===== config.mk =====
export PLATFORM = sky130hd
export DESIGN_NAME = integer_to_text_formatter
export DESIGN_NICKNAME = d
export VERILOG_FILES = /design/src/sv/itf_pkg.sv /design/src/sv/itf_ctrl.sv /design/src/sv/itf_dpath.sv /design/src/sv/integer_to_text_formatter.sv
export VERILOG_INCLUDE_DIRS = /design/src /design/src/sv
export SDC_FILE = /design/constraint.sdc
export NUM_CORES = 1
export LEC_CHECK = 0
export BUFFER_PORTS_ARGS = -buffer_cell sky130_fd_sc_hd__buf_2
export CAP_MARGIN = 20
export CORE_MARGIN = 5
export CORE_UTILIZATION = 63
export CTS_CLUSTER_SIZE = 24
export DETAILED_ROUTE_END_ITERATION = 8
export MAX_ROUTING_LAYER = met4
export PLACE_DENSITY = 0.93
export SLEW_MARGIN = 30
export SYNTH_ARGS = -nofsm -noshare
export SYNTH_HDL_FRONTEND = slang
export SYNTH_HIERARCHICAL = 1
export SYNTH_SLANG_ARGS = --single-unit

===== constraint.sdc =====
create_clock -name clock -period 10.41 [get_ports clock]
set_input_delay 1.041 -clock clock [delete_from_list [all_inputs] [get_ports clock]]
set_output_delay 1.041 -clock clock [all_outputs]
set_load 0.1 [all_outputs]

===== src/sv/integer_to_text_formatter_assert.svh =====
// Assertion macros shared by the integer-to-text formatter RTL.
// Each macro expects signals named clock and reset in the including module.
`ifndef INTEGER_TO_TEXT_FORMATTER_ASSERT_SVH
`define INTEGER_TO_TEXT_FORMATTER_ASSERT_SVH

// Consequent checked in the same cycle as the antecedent
`define ITF_ASSERT_NOW(label, ante, cons, msg) \
   label: assert property (@(posedge clock) disable iff (reset) (ante) |-> (cons)) \
      else $error(msg);

// Consequent checked in the cycle after the antecedent
`define ITF_ASSERT_NEXT(label, ante, cons, msg) \
   label: assert property (@(posedge clock) disable iff (reset) (ante) |=> (cons)) \
      else $error(msg);

`endif


===== src/sv/itf_pkg.sv =====
// Package for the integer-to-text formatter: sizes, character codes,
// controller states and the command/status bundles. No dependencies.
`default_nettype none

package itf_pkg;

   // Sizing
   localparam int VALUE_BITS = 32;
   localparam int MAX_CHARS  = 64;
   localparam int PREC_MAX   = MAX_CHARS - 3;

   // Input field widths
   localparam int RADIX_W = 6;
   localparam int FW_W    = 7;
   localparam int PREC_W  = 6;
   localparam int CHAR_W  = 8;

   // Divider: DIV_STEP quotient bits per cycle
   localparam int DIV_STEP   = 4;
   localparam int DIV_BITS   = ((VALUE_BITS + DIV_STEP - 1) / DIV_STEP) * DIV_STEP;
   localparam int DIV_CYCLES = DIV_BITS / DIV_STEP;
   localparam int DCNT_W     = (DIV_CYCLES > 1) ? $clog2(DIV_CYCLES) : 1;
   localparam logic [DCNT_W-1:0] DCNT_LAST = DCNT_W'(DIV_CYCLES - 1);

   // Digit count and text position widths
   localparam int ND_W  = $clog2(VALUE_BITS + 1);
   localparam int LEN_W = $clog2(MAX_CHARS + VALUE_BITS + 4);

   // Radix limits and bases that take a prefix
   localparam logic [RADIX_W-1:0] RADIX_MIN = RADIX_W'(2);
   localparam logic [RADIX_W-1:0] RADIX_MAX = RADIX_W'(36);
   localparam logic [RADIX_W-1:0] RADIX_OCT = RADIX_W'(8);
   localparam logic [RADIX_W-1:0] RADIX_HEX = RADIX_W'(16);

   // Digit set index of the hex prefix letter
   localparam logic [RADIX_W-1:0] X_INDEX = RADIX_W'(33);

   // Character codes
   localparam logic [CHAR_W-1:0] CH_NUL   = 8'h00;
   localparam logic [CHAR_W-1:0] CH_SPACE = 8'h20;
   localparam logic [CHAR_W-1:0] CH_PLUS  = 8'h2B;
   localparam logic [CHAR_W-1:0] CH_MINUS = 8'h2D;
   localparam logic [CHAR_W-1:0] CH_ZERO  = 8'h30;
   localparam logic [CHAR_W-1:0] CH_UA    = 8'h41;
   localparam logic [CHAR_W-1:0] CH_LA    = 8'h61;

   // Controller states
   typedef enum logic [2:0] {
      ST_IDLE,
      ST_DIVIDE,
      ST_PREC,
      ST_PAD,
      ST_BOUND,
      ST_EMIT,
      ST_ERR
   } itf_state_type;

   // Controller to datapath
   typedef struct packed {
      logic load;
      logic div_run;
      logic setup_prec;
      logic setup_pad;
      logic setup_bound;
      logic emit;
      logic emit_err;
   } itf_cmd_type;

   // Datapath to controller
   typedef struct packed {
      logic bad_radix;
      logic digit_done;
      logic quo_zero;
      logic slot_free;
      logic last_pos;
   } itf_status_type;

   // Digit value 0..35 to ASCII, lower or upper case letters above 9
   function automatic logic [CHAR_W-1:0] digit_char(input logic [RADIX_W-1:0] d,
                                                    input logic upper);
      logic [CHAR_W-1:0] dx;
      dx = CHAR_W'(d);
      if (d < RADIX_W'(10))
         return CH_ZERO + dx;
      else
         return (upper ? CH_UA : CH_LA) + dx - CHAR_W'(10);
   endfunction

endpackage

`default_nettype wire


===== src/sv/itf_ctrl.sv =====
// Controller state machine of the integer-to-text formatter.
// Depends on itf_pkg and the assertion macro header.
`default_nettype none

`include "integer_to_text_formatter_assert.svh"

module itf_ctrl
   import itf_pkg::*;
(
   input  wire logic           clock,
   input  wire logic           reset,
   input  wire logic           req_valid,
   output logic                req_ready,
   input  wire itf_status_type status,
   output itf_cmd_type         cmd
);

   itf_state_type state_ff;
   itf_state_type state_in;

   // State register
   always_ff @(posedge clock) begin
      if (reset) begin
         state_ff <= ST_IDLE;
      end else begin
         state_ff <= state_in;
      end
   end

   // Next state
   always_comb begin
      state_in = state_ff;
      unique case (state_ff)
         ST_IDLE: begin
            if (req_valid) begin
               state_in = status.bad_radix ? ST_ERR : ST_DIVIDE;
            end
         end
         ST_DIVIDE: begin
            if (status.digit_done && status.quo_zero) begin
               state_in = ST_PREC;
            end
         end
         ST_PREC:  state_in = ST_PAD;
         ST_PAD:   state_in = ST_BOUND;
         ST_BOUND: state_in = ST_EMIT;
         ST_EMIT: begin
            if (status.slot_free && status.last_pos) begin
               state_in = ST_IDLE;
            end
         end
         ST_ERR: begin
            if (status.slot_free) begin
               state_in = ST_IDLE;
            end
         end
         default: state_in = ST_IDLE;
      endcase
   end

   // Outputs
   always_comb begin
      cmd       = '0;
      req_ready = 1'b0;
      unique case (state_ff)
         ST_IDLE: begin
            req_ready = 1'b1;
            cmd.load  = req_valid;
         end
         ST_DIVIDE: cmd.div_run     = 1'b1;
         ST_PREC:   cmd.setup_prec  = 1'b1;
         ST_PAD:    cmd.setup_pad   = 1'b1;
         ST_BOUND:  cmd.setup_bound = 1'b1;
         ST_EMIT:   cmd.emit        = 1'b1;
         ST_ERR:    cmd.emit_err    = 1'b1;
         default:   cmd             = '0;
      endcase
   end

   `ITF_ASSERT_NEXT(a_accept_leaves_idle, req_valid && req_ready, state_ff != ST_IDLE,
                    "transfer accepted but controller stayed idle")
   `ITF_ASSERT_NEXT(a_divide_holds, state_ff == ST_DIVIDE && !status.digit_done,
                    state_ff == ST_DIVIDE, "left divide before digit was complete")
   `ITF_ASSERT_NEXT(a_err_waits_slot, state_ff == ST_ERR && !status.slot_free,
                    state_ff == ST_ERR, "error result dropped while output busy")

endmodule

`default_nettype wire


===== src/sv/itf_dpath.sv =====
// Datapath of the integer-to-text formatter: operand capture, radix divider,
// digit stack, text layout and the output register. Depends on itf_pkg.
`default_nettype none

`include "integer_to_text_formatter_assert.svh"

module itf_dpath
   import itf_pkg::*;
(
   input  wire logic                  clock,
   input  wire logic                  reset,
   input  wire logic [VALUE_BITS-1:0] req_value,
   input  wire logic [RADIX_W-1:0]    req_radix,
   input  wire logic [FW_W-1:0]       req_min_width,
   input  wire logic [PREC_W-1:0]     req_min_digits,
   input  wire logic                  req_zero_pad,
   input  wire logic                  req_signed_mode,
   input  wire logic                  req_show_plus,
   input  wire logic                  req_space_sign,
   input  wire logic                  req_left_justify,
   input  wire logic                  req_alt_prefix,
   input  wire logic                  req_upper_case,
   input  wire itf_cmd_type           cmd,
   output itf_status_type             status,
   output logic                       rsp_valid,
   input  wire logic                  rsp_ready,
   output logic [CHAR_W-1:0]          rsp_out_char,
   output logic                       rsp_last_char,
   output logic                       rsp_bad_radix
);

   // Captured item
   logic [RADIX_W-1:0]  base_ff;
   logic [LEN_W-1:0]    width_ff;
   logic [LEN_W-1:0]    prec_ff;
   logic [1:0]          pfx_ff;
   logic                sign_ff;
   logic [CHAR_W-1:0]   sign_char_ff;
   logic                zpad_ff;
   logic                left_ff;
   logic                upper_ff;

   // Divider and digit stack
   logic [DIV_BITS-1:0] quo_ff;
   logic [RADIX_W-1:0]  rem_ff;
   logic [DCNT_W-1:0]   dcnt_ff;
   logic [ND_W-1:0]     nd_ff;
   logic [RADIX_W-1:0]  digs_ff [VALUE_BITS];

   // Layout
   logic [LEN_W-1:0]    pad_ff;
   logic [LEN_W-1:0]    e_lead_ff;
   logic [LEN_W-1:0]    e_sign_ff;
   logic [LEN_W-1:0]    e_pfx_ff;
   logic [LEN_W-1:0]    e_zero_ff;
   logic [LEN_W-1:0]    e_dig_ff;
   logic [LEN_W-1:0]    e_last_ff;
   logic [LEN_W-1:0]    pos_ff;

   // Output register
   logic                rsp_valid_ff;
   logic [CHAR_W-1:0]   rsp_out_char_ff;
   logic                rsp_last_char_ff;
   logic                rsp_bad_radix_ff;

   // Combinational helpers
   logic [VALUE_BITS-1:0] mag;
   logic                  neg;
   logic [RADIX_W:0]      div_t;
   logic [RADIX_W-1:0]    div_r;
   logic [DIV_BITS-1:0]   div_q;
   logic [LEN_W:0]        pad_diff;
   logic [LEN_W-1:0]      nd_ext;
   logic [LEN_W-1:0]      lead_n;
   logic [LEN_W-1:0]      zpad_n;
   logic [LEN_W-1:0]      trail_n;
   logic [LEN_W-1:0]      b_lead;
   logic [LEN_W-1:0]      b_sign;
   logic [LEN_W-1:0]      b_pfx;
   logic [LEN_W-1:0]      b_zero;
   logic [LEN_W-1:0]      b_dig;
   logic [LEN_W-1:0]      b_total;
   logic [CHAR_W-1:0]     cur_char;
   logic                  in_digits;
   logic                  slot_free;
   logic                  emit_go;

   assign neg = req_signed_mode & req_value[VALUE_BITS-1];
   assign mag = neg ? (~req_value + VALUE_BITS'(1)) : req_value;
   assign nd_ext = LEN_W'(nd_ff);

   // Capture the item and its flags
   always_ff @(posedge clock) begin
      if (cmd.load) begin
         base_ff  <= req_radix;
         width_ff <= (req_min_width > FW_W'(MAX_CHARS)) ? LEN_W'(MAX_CHARS)
                                                         : LEN_W'(req_min_width);
         prec_ff  <= (req_min_digits > PREC_W'(PREC_MAX)) ? LEN_W'(PREC_MAX)
                                                          : LEN_W'(req_min_digits);
         sign_ff  <= req_signed_mode & (neg | req_show_plus | req_space_sign);
         sign_char_ff <= neg ? CH_MINUS : (req_show_plus ? CH_PLUS : CH_SPACE);
         if (req_alt_prefix && req_radix == RADIX_HEX)
            pfx_ff <= 2'd2;
         else if (req_alt_prefix && req_radix == RADIX_OCT)
            pfx_ff <= 2'd1;
         else
            pfx_ff <= 2'd0;
         zpad_ff  <= req_zero_pad & ~req_left_justify;
         left_ff  <= req_left_justify;
         upper_ff <= req_upper_case;
      end else if (cmd.setup_prec) begin
         if (prec_ff < nd_ext)
            prec_ff <= nd_ext;
      end
   end

   // Restoring division, DIV_STEP quotient bits per cycle
   always_comb begin
      div_r = rem_ff;
      div_q = quo_ff;
      div_t = '0;
      for (int k = 0; k < DIV_STEP; k++) begin
         div_t = {div_r, div_q[DIV_BITS-1]};
         div_q = {div_q[DIV_BITS-2:0], 1'b0};
         if (div_t >= {1'b0, base_ff}) begin
            div_r    = RADIX_W'(div_t - {1'b0, base_ff});
            div_q[0] = 1'b1;
         end else begin
            div_r = div_t[RADIX_W-1:0];
         end
      end
   end

   assign status.digit_done = (dcnt_ff == DCNT_LAST);
   assign status.quo_zero   = (div_q == '0);
   assign status.bad_radix  = (req_radix < RADIX_MIN) || (req_radix > RADIX_MAX);

   // Divider registers and digit counter
   always_ff @(posedge clock) begin
      if (cmd.load) begin
         quo_ff  <= DIV_BITS'(mag);
         rem_ff  <= '0;
         dcnt_ff <= '0;
         nd_ff   <= '0;
      end else if (cmd.div_run) begin
         quo_ff <= div_q;
         if (status.digit_done) begin
            rem_ff  <= '0;
            dcnt_ff <= '0;
            nd_ff   <= nd_ff + ND_W'(1);
         end else begin
            rem_ff  <= div_r;
            dcnt_ff <= dcnt_ff + DCNT_W'(1);
         end
      end
   end

   // Digit stack: least significant digit pushed first, popped most significant first
   always_ff @(posedge clock) begin
      if (cmd.div_run && status.digit_done) begin
         digs_ff[0] <= div_r;
         for (int i = 1; i < VALUE_BITS; i++)
            digs_ff[i] <= digs_ff[i-1];
      end else if (emit_go && in_digits) begin
         for (int i = 0; i < VALUE_BITS - 1; i++)
            digs_ff[i] <= digs_ff[i+1];
         digs_ff[VALUE_BITS-1] <= '0;
      end
   end

   // Padding amount, clamped at zero
   assign pad_diff = {1'b0, width_ff} - {1'b0, prec_ff}
                     - (LEN_W+1)'(pfx_ff) - (LEN_W+1)'(sign_ff);

   // Segment boundaries of the text
   assign lead_n  = (!zpad_ff && !left_ff) ? pad_ff : '0;
   assign zpad_n  = zpad_ff ? pad_ff : '0;
   assign trail_n = left_ff ? pad_ff : '0;
   assign b_lead  = lead_n;
   assign b_sign  = b_lead + LEN_W'(sign_ff);
   assign b_pfx   = b_sign + LEN_W'(pfx_ff);
   assign b_zero  = b_pfx + zpad_n + (prec_ff - nd_ext);
   assign b_dig   = b_zero + nd_ext;
   assign b_total = b_dig + trail_n;

   always_ff @(posedge clock) begin
      if (cmd.setup_pad) begin
         pad_ff <= pad_diff[LEN_W] ? '0 : pad_diff[LEN_W-1:0];
      end
      if (cmd.setup_bound) begin
         e_lead_ff <= b_lead;
         e_sign_ff <= b_sign;
         e_pfx_ff  <= b_pfx;
         e_zero_ff <= b_zero;
         e_dig_ff  <= b_dig;
         e_last_ff <= b_total - LEN_W'(1);
      end
   end

   // Character at the current text position
   always_comb begin
      in_digits = 1'b0;
      if (pos_ff < e_lead_ff)
         cur_char = CH_SPACE;
      else if (pos_ff < e_sign_ff)
         cur_char = sign_char_ff;
      else if (pos_ff < e_pfx_ff)
         cur_char = (pos_ff == e_sign_ff) ? CH_ZERO : digit_char(X_INDEX, upper_ff);
      else if (pos_ff < e_zero_ff)
         cur_char = CH_ZERO;
      else if (pos_ff < e_dig_ff) begin
         cur_char  = digit_char(digs_ff[0], upper_ff);
         in_digits = 1'b1;
      end else
         cur_char = CH_SPACE;
   end

   assign slot_free        = ~rsp_valid_ff | rsp_ready;
   assign emit_go          = cmd.emit & slot_free;
   assign status.slot_free = slot_free;
   assign status.last_pos  = (pos_ff == e_last_ff) || (pos_ff == LEN_W'(MAX_CHARS - 1));

   // Text position
   always_ff @(posedge clock) begin
      if (cmd.load)
         pos_ff <= '0;
      else if (emit_go)
         pos_ff <= pos_ff + LEN_W'(1);
   end

   // Output register, refilled in the cycle its transfer completes
   always_ff @(posedge clock) begin
      if (reset) begin
         rsp_valid_ff <= 1'b0;
      end else if (emit_go || (cmd.emit_err && slot_free)) begin
         rsp_valid_ff <= 1'b1;
      end else if (rsp_ready) begin
         rsp_valid_ff <= 1'b0;
      end
   end

   always_ff @(posedge clock) begin
      if (emit_go) begin
         rsp_out_char_ff  <= cur_char;
         rsp_last_char_ff <= status.last_pos;
         rsp_bad_radix_ff <= 1'b0;
      end else if (cmd.emit_err && slot_free) begin
         rsp_out_char_ff  <= CH_NUL;
         rsp_last_char_ff <= 1'b1;
         rsp_bad_radix_ff <= 1'b1;
      end
   end

   assign rsp_valid     = rsp_valid_ff;
   assign rsp_out_char  = rsp_out_char_ff;
   assign rsp_last_char = rsp_last_char_ff;
   assign rsp_bad_radix = rsp_bad_radix_ff;

   `ITF_ASSERT_NOW(a_err_result_form, rsp_valid_ff && rsp_bad_radix_ff,
                   rsp_last_char_ff && rsp_out_char_ff == CH_NUL,
                   "bad radix result is not a single null character")
   `ITF_ASSERT_NOW(a_stack_bound, cmd.div_run && status.digit_done,
                   nd_ff < ND_W'(VALUE_BITS), "digit stack overflow")

endmodule

`default_nettype wire


===== src/sv/integer_to_text_formatter.sv =====
// Integer-to-text formatter: turns one value with radix, width, precision and
// flags into printf-style ASCII text, one character per rsp transfer, with the
// final character flagged by rsp_last_char. An item occupies the block from
// acceptance through division, setup of precision, padding and boundaries,
// and emission of its text; a new request is taken only when idle. Digits
// come from a shared restoring divider that retires 4 quotient bits per
// cycle, one digit at a time, and the text leaves at one character per
// cycle while the output does not stall. A radix outside 2..36 yields one
// null character with rsp_bad_radix set.
// Depends on itf_pkg, itf_ctrl and itf_dpath.
`default_nettype none

module integer_to_text_formatter
   import itf_pkg::*;
(
   input  wire logic                  clock,
   input  wire logic                  reset,
   input  wire logic                  req_valid,
   output logic                       req_ready,
   input  wire logic [VALUE_BITS-1:0] req_value,
   input  wire logic [RADIX_W-1:0]    req_radix,
   input  wire logic [FW_W-1:0]       req_min_width,
   input  wire logic [PREC_W-1:0]     req_min_digits,
   input  wire logic                  req_zero_pad,
   input  wire logic                  req_signed_mode,
   input  wire logic                  req_show_plus,
   input  wire logic                  req_space_sign,
   input  wire logic                  req_left_justify,
   input  wire logic                  req_alt_prefix,
   input  wire logic                  req_upper_case,
   output logic                       rsp_valid,
   input  wire logic                  rsp_ready,
   output logic [CHAR_W-1:0]          rsp_out_char,
   output logic                       rsp_last_char,
   output logic                       rsp_bad_radix
);

   itf_cmd_type    cmd;
   itf_status_type status;

   // Sequencer
   itf_ctrl u_ctrl (
      .clock     (clock),
      .reset     (reset),
      .req_valid (req_valid),
      .req_ready (req_ready),
      .status    (status),
      .cmd       (cmd)
   );

   // Divider, layout and output register
   itf_dpath u_dpath (
      .clock            (clock),
      .reset            (reset),
      .req_value        (req_value),
      .req_radix        (req_radix),
      .req_min_width    (req_min_width),
      .req_min_digits   (req_min_digits),
      .req_zero_pad     (req_zero_pad),
      .req_signed_mode  (req_signed_mode),
      .req_show_plus    (req_show_plus),
      .req_space_sign   (req_space_sign),
      .req_left_justify (req_left_justify),
      .req_alt_prefix   (req_alt_prefix),
      .req_upper_case   (req_upper_case),
      .cmd              (cmd),
      .status           (status),
      .rsp_valid        (rsp_valid),
      .rsp_ready        (rsp_ready),
      .rsp_out_char     (rsp_out_char),
      .rsp_last_char    (rsp_last_char),
      .rsp_bad_radix    (rsp_bad_radix)
   );

endmodule

`default_nettype wire


-- After elaboration in Yosys (flattened, before gate mapping)
Memories as Yosys holds them, arrays and structs flattened.
Index checks and enable logic that the tools add are counted.
- $add $sub $neg: 24
- order comparisons: 15
- equal/unequal tests: 16
- muxes and demuxes: 92
- bitwise gates (word level): 42
- reduce and logical (&&, ||, !) cells: 23
- operators by type and width (cell ; count):
    $mux 6 ; 39
    $mux 32 ; 3
    $mux 8 ; 9
    $mux 7 ; 6
    $lt 7x7->1 ; 5
    $or 1x1->1 ; 35
    $add 32x1->32 const B ; 1
    $logic_not 32->1 ; 1
    $not 32->32 ; 1
    $ge 7x6->1 ; 4
    $mux 1 ; 27
    $sub 6x6->6 ; 4
    $add 7x7->7 ; 3
    $pmux 3 s7 ; 1
    $mux 3 ; 6
    $sub 8x4->8 const B ; 2
    $eq 7x7->1 ; 2
    $eq 3x3->1 const B ; 4
    $gt 6x6->1 const B ; 2
    $reduce_bool 2->1 ; 5
    $add 8x6->8 ; 1
    $add 8x6->8 const B ; 1
    $logic_and 1x1->1 ; 8
    $sub 7x7->8 ; 1
    other kinds (30) ; 41
- flip-flop bits (word level): 151
- memory bits (writable): 192
- input bits: 62
- output and inout port bits: 12
- logic and storage cells: 239
- memories: 1
- memories (name ; depth ; bits a word ; read ports ; clocked after Yosys merged registers in ; write ports ; RTL line ; RTL):
    u_dpath.digs_ff ; 32 ; 6 ; 32 ; 0 ; 32 ; itf_dpath.sv:48 ; logic [RADIX_W-1:0] digs_ff [VALUE_BITS];

-- Longest topological paths before layout
- word-level depth: 12
- mapped depth: 38
- gate-level depth less buffers: 37

-- By module
Netlist, hierarchy kept.
- by module, submodules not included (module ; times used ; cells an instance ; area each (µm²)):
    itf_dpath ; 1 ; 1648 ; 18451.4
    itf_ctrl ; 1 ; 37 ; 287.8

-- Least setup slack after synthesis
No wires, ideal clock.
- path kind: reg-to-reg
- start: register u_dpath.base_ff[1]
- end: memory u_dpath.digs_ff[0][1], data pin
- setup time: 0.257 ns
- data arrival time: 7.326 ns
- required time: 10.153 ns
- setup slack: 2.827 ns
- stages on the path, launching flop included: 36
- path buffers: 1
- clock period less this slack: 7.583 ns
- cell sequence: edfxtp_1 > inv_1 > ha_1 > nand2_1 > o21ai_1 > a21oi_1 > clkbuf_1 > nor2_1 > a21oi_1 > inv_1 > ha_1 > nor2b_1 > o31a_1 > o32a_1 > a21o_1 > nor2_1 > mux2_2 > inv_1 > ha_1 > a21oi_1 > o211ai_1 > a211oi_1 > o211ai_1 > nor3_1 > nor2_1 > nor2_1 > a21oi_1 > ha_1 > nor2b_1 > o211ai_1 > nand3b_1 > a21o_1 > a211oi_1 > nor4b_2 > a221o_1 > o21ai_1
- RTL lines (item ; RTL line ; RTL):
    start, declared ; itf_dpath.sv:33 ; logic [RADIX_W-1:0] base_ff;
    start signal, assigned ; itf_dpath.sv:95 ; base_ff <= req_radix;
    end, declared ; itf_dpath.sv:48 ;

==> flow_summary.yaml <==
timing:
  worst_slack_ns: 1.71
  finalSetupViolations: 0
  worstMarginPinSlew_ns: 0.950
  clock-skew-final_ns: 0.0184
  slew_viol_final: 0
  slew_headroom_pct: 36.7
  finalHoldViolCount: 0
  finalCritPeriodShare_pct: 83.6
  fin_crit_ns: 8.70
  rsz0062_at_grt: "no"
  fmax_mhz: 115
  tns_ns: 0
routing:
  first_pass_iters: 5
  vias: 12823
  drt_wl_total_um: 39900
  drt-initial-drc-count: 1105
  via_per_inst: 5.92
  drc_errors: 0
  final_antenna_net_count: 0
  wl_per_cell_um: 18.4
clocking:
  clk_path_buf_depth: 3
  hold_buffers: 0
  cts.sinks: 337
  post_cts_buffers: 0
  numCtsBuffers: 36
  clk-insertion-delay-late_ns: 0.53
  cts_tree: "done"
  cts_root_buf: "clkbuf_16"
  clkTransAtPathRegs_ns: 0.06
  cts_max_level: 2
  post_cts_resized: 0
floorplan:
  ios: 74
  die-area_mm2: 0.0333
  die_w_um: 182
  die_y_um: 182
  fp-row-count: 63
  core_mm2: 0.0295
  initial_utilization_pct: 63.6
global_route:
  antenna_found_initial: 1
  grt-ovfl-total: 0
  grt_pass1_vias: 13106
  grt_pass1_wl_um: 65000
  grt_max_degree: 95
  grtUsageTotal_pct: 24.7
placed_design:
  pre_cts_slack_ns: 1.74
  gp_congestion: 0.914
  dpl_cell_area_mm2: 0.0194
  dpl.hpwl_um: 28200
  port_buffers: 73
setup_path:
  crit_path_frequent_cell: "nor2_1"
  slowest_delay_ns: 0.49
  cp_top_family: "compound AO/OA/AOI/OAI gates"
  cp.arrival_ns: 9.16
  start_kind: "flip-flop"
  slowest_stage: "edfxtp_1"
  endpoint_kind: "flip-flop"
  crit_type: "reg2reg"
  worst_ep_required_time_ns: 10.87
  crit_buf_inv: 4
  path_max_fanout: 12
logic_synthesis:
  synth_top_flop_cell: "edfxtp_1"
  ys_seq_area_share_pct: 52.6
  syn_inst: 1685
  synth_fp_nets: 1883
  synth_area_mm2: 0.0187
  synth_cell_types: 71
  yosysWarnings: 6
  ys_ff_latch: 337
  ys_async_sr_fraction_pct: 0
  synth_edf_count: 310
  synth_area_per_cell_um2: 11.1
power:
  p_leak_nw: 8.28
  peakVddDrop_mv: 0.368
  powerDensity_mw_per_mm2: 313
finish:
  syn2layout_area_growth_pct: 9.70
  fillers: 1965
  drive_gt1_share_pct: 15.2
  num-nets-final: 1947
  design_area_mm2: 0.0206
worst_hold_path:
  min_path_type: "reg2reg"
status:
  outcome: "complete, no violations"
job:
  maxCapViolCount: 0
==> cells in the final DEF, fill, tap and decap left out, drive strengths merged, types with 19 or more instances in the layout <==
cell and count:
edfxtp 310, a21oi 94, nor2b 19, clkbuf 39, buf 83, xor2 37
dfxtp 27, xnor2 56, fa 24, inv 155, nor2 105, o21ai 47
mux2 99, a21o 28, ha 112, nor4 19, nand2 302
==> cell usage after synthesis (all sizes together), types with 11 or more instances <==
cell type,instances,area (um2)
dfxtp,27,541
ha,112,1400
and2,12,75.1
nor3,18,101
fa,24,480
a21oi,94,470
clkbuf,35,131
xnor2,56,490
mux2i,14,140
edfxtp,310,9310
nor2b,19,119
nand2b,12,75.1
o21ai,47,239
nor4,19,138
xor2,37,324
and3,13,81.3
inv,153,574
nand4,11,68.8
nor2,105,394
buf,22,194
nand3,18,95.1
mux2,99,1110
nand2,302,1130
a21o,28,211
==> metal layers <==
layer,vias up,track usage [%],routed length (um)
met5,-,-,0
met4,0,9.34,1560
met3,122,3.79,2580
met2,501,41.6,20000
met1,6144,30.4,15800
li1,6056,-,-
==> flip-flops by register name, indices dropped and copies added (netlist names), 2 cells and up <==
register	count
u_dpath/e_last_ff	7
u_dpath/width_ff	7
u_dpath/dcnt_ff	3
u_dpath/prec_ff	6
u_dpath/nd_ff	6
u_dpath/sign_char_ff	3
u_dpath/rsp_out_char	8
u_dpath/e_sign_ff	7
u_ctrl/state_ff	3
u_dpath/quo_ff	32
u_dpath/base_ff	6
u_dpath/pad_ff	7
u_dpath/digs_ff	192
u_dpath/pos_ff	7
u_dpath/e_lead_ff	7
u_dpath/pfx_ff	2
u_dpath/e_pfx_ff	7
u_dpath/e_zero_ff	7
u_dpath/rem_ff	6
u_dpath/e_dig_ff	7
==> final cells by class <==
type	count	area (um2)	area share, %
Sequential cell	337	9850	47.9
Multi-Input combinational cell	1137	8020	39.0
Clock buffer	39	933	4.54
Inverter	154	578	2.81
Tap cell	390	488	2.37
Timing Repair Buffer	83	448	2.18
Clock inverter	26	236	1.15
Antenna cell	1	2.50	0.0122
==> power by group <==
group          internal (mW)  total (mW)  switching [mW]
logic                   1.35        3.21            1.87
registers               1.85        1.96           0.110
clock network          0.729        1.26           0.532
==> worst reg2reg max path: cells and delay by family, from the launching register on <==
family | cells | cell delay [ns]
compound gates | 17 | 4.01
fa+ha+maj | 4 | 1.23
buf+inv | 4 | 0.56
flops | 1 | 0.49
mux | 1 | 0.43
simple gates | 11 | 1.91
==> path summary, 6_finish.rpt <==
kind              depth (start not counted)                 end  slack, ns               start
setup / recovery                         37  u_ctrl/state_ff[1]       1.71  u_dpath/base_ff[1]
hold / removal                            2   u_dpath/rem_ff[5]       0.50   u_dpath/rem_ff[5]
setup reg to reg                         37  u_ctrl/state_ff[1]       1.71  u_dpath/base_ff[1]
hold reg to reg                           2   u_dpath/rem_ff[5]       0.50   u_dpath/rem_ff[5]
==> per-stage QoR <==
| stage | power, mW | std cells | hold slack [ns] | util, % |
|---|---|---|---|---|
| 2_1_floorplan | 4.42 | 1685 | 0.454 | - |
| 3_3_place_gp | 5.03 | 2101 | 0.480 | 65.7 |
| 3_5_place_dp | 5.17 | 2101 | 0.490 | 65.7 |
| 4_1_cts | 6.46 | 2166 | 0.499 | 69.7 |
| 5_1_grt | 6.91 | 2167 | 0.529 | 69.7 |
| 6_report | 6.43 | 2167 | 0.503 | 69.7 |
==> cells by family (layout without fill, tap and decap cells) <==
kind of cell             Yosys count  count (layout)  synth area share [%]
AND/OR/NAND/NOR                  560             560                  13.6
other                              0               1                     0
XOR/XNOR                          93              93                  4.35
flip-flops                       337             337                  52.6
buffers and inverters            211             302                  4.82
adder cells (fa/ha/maj)          136             136                  10.0
AO/OA/AOI/OAI                    235             235                  7.91
multiplexers                     113             113                  6.70
Note: power is estimated with default switching activity, not from simulation.
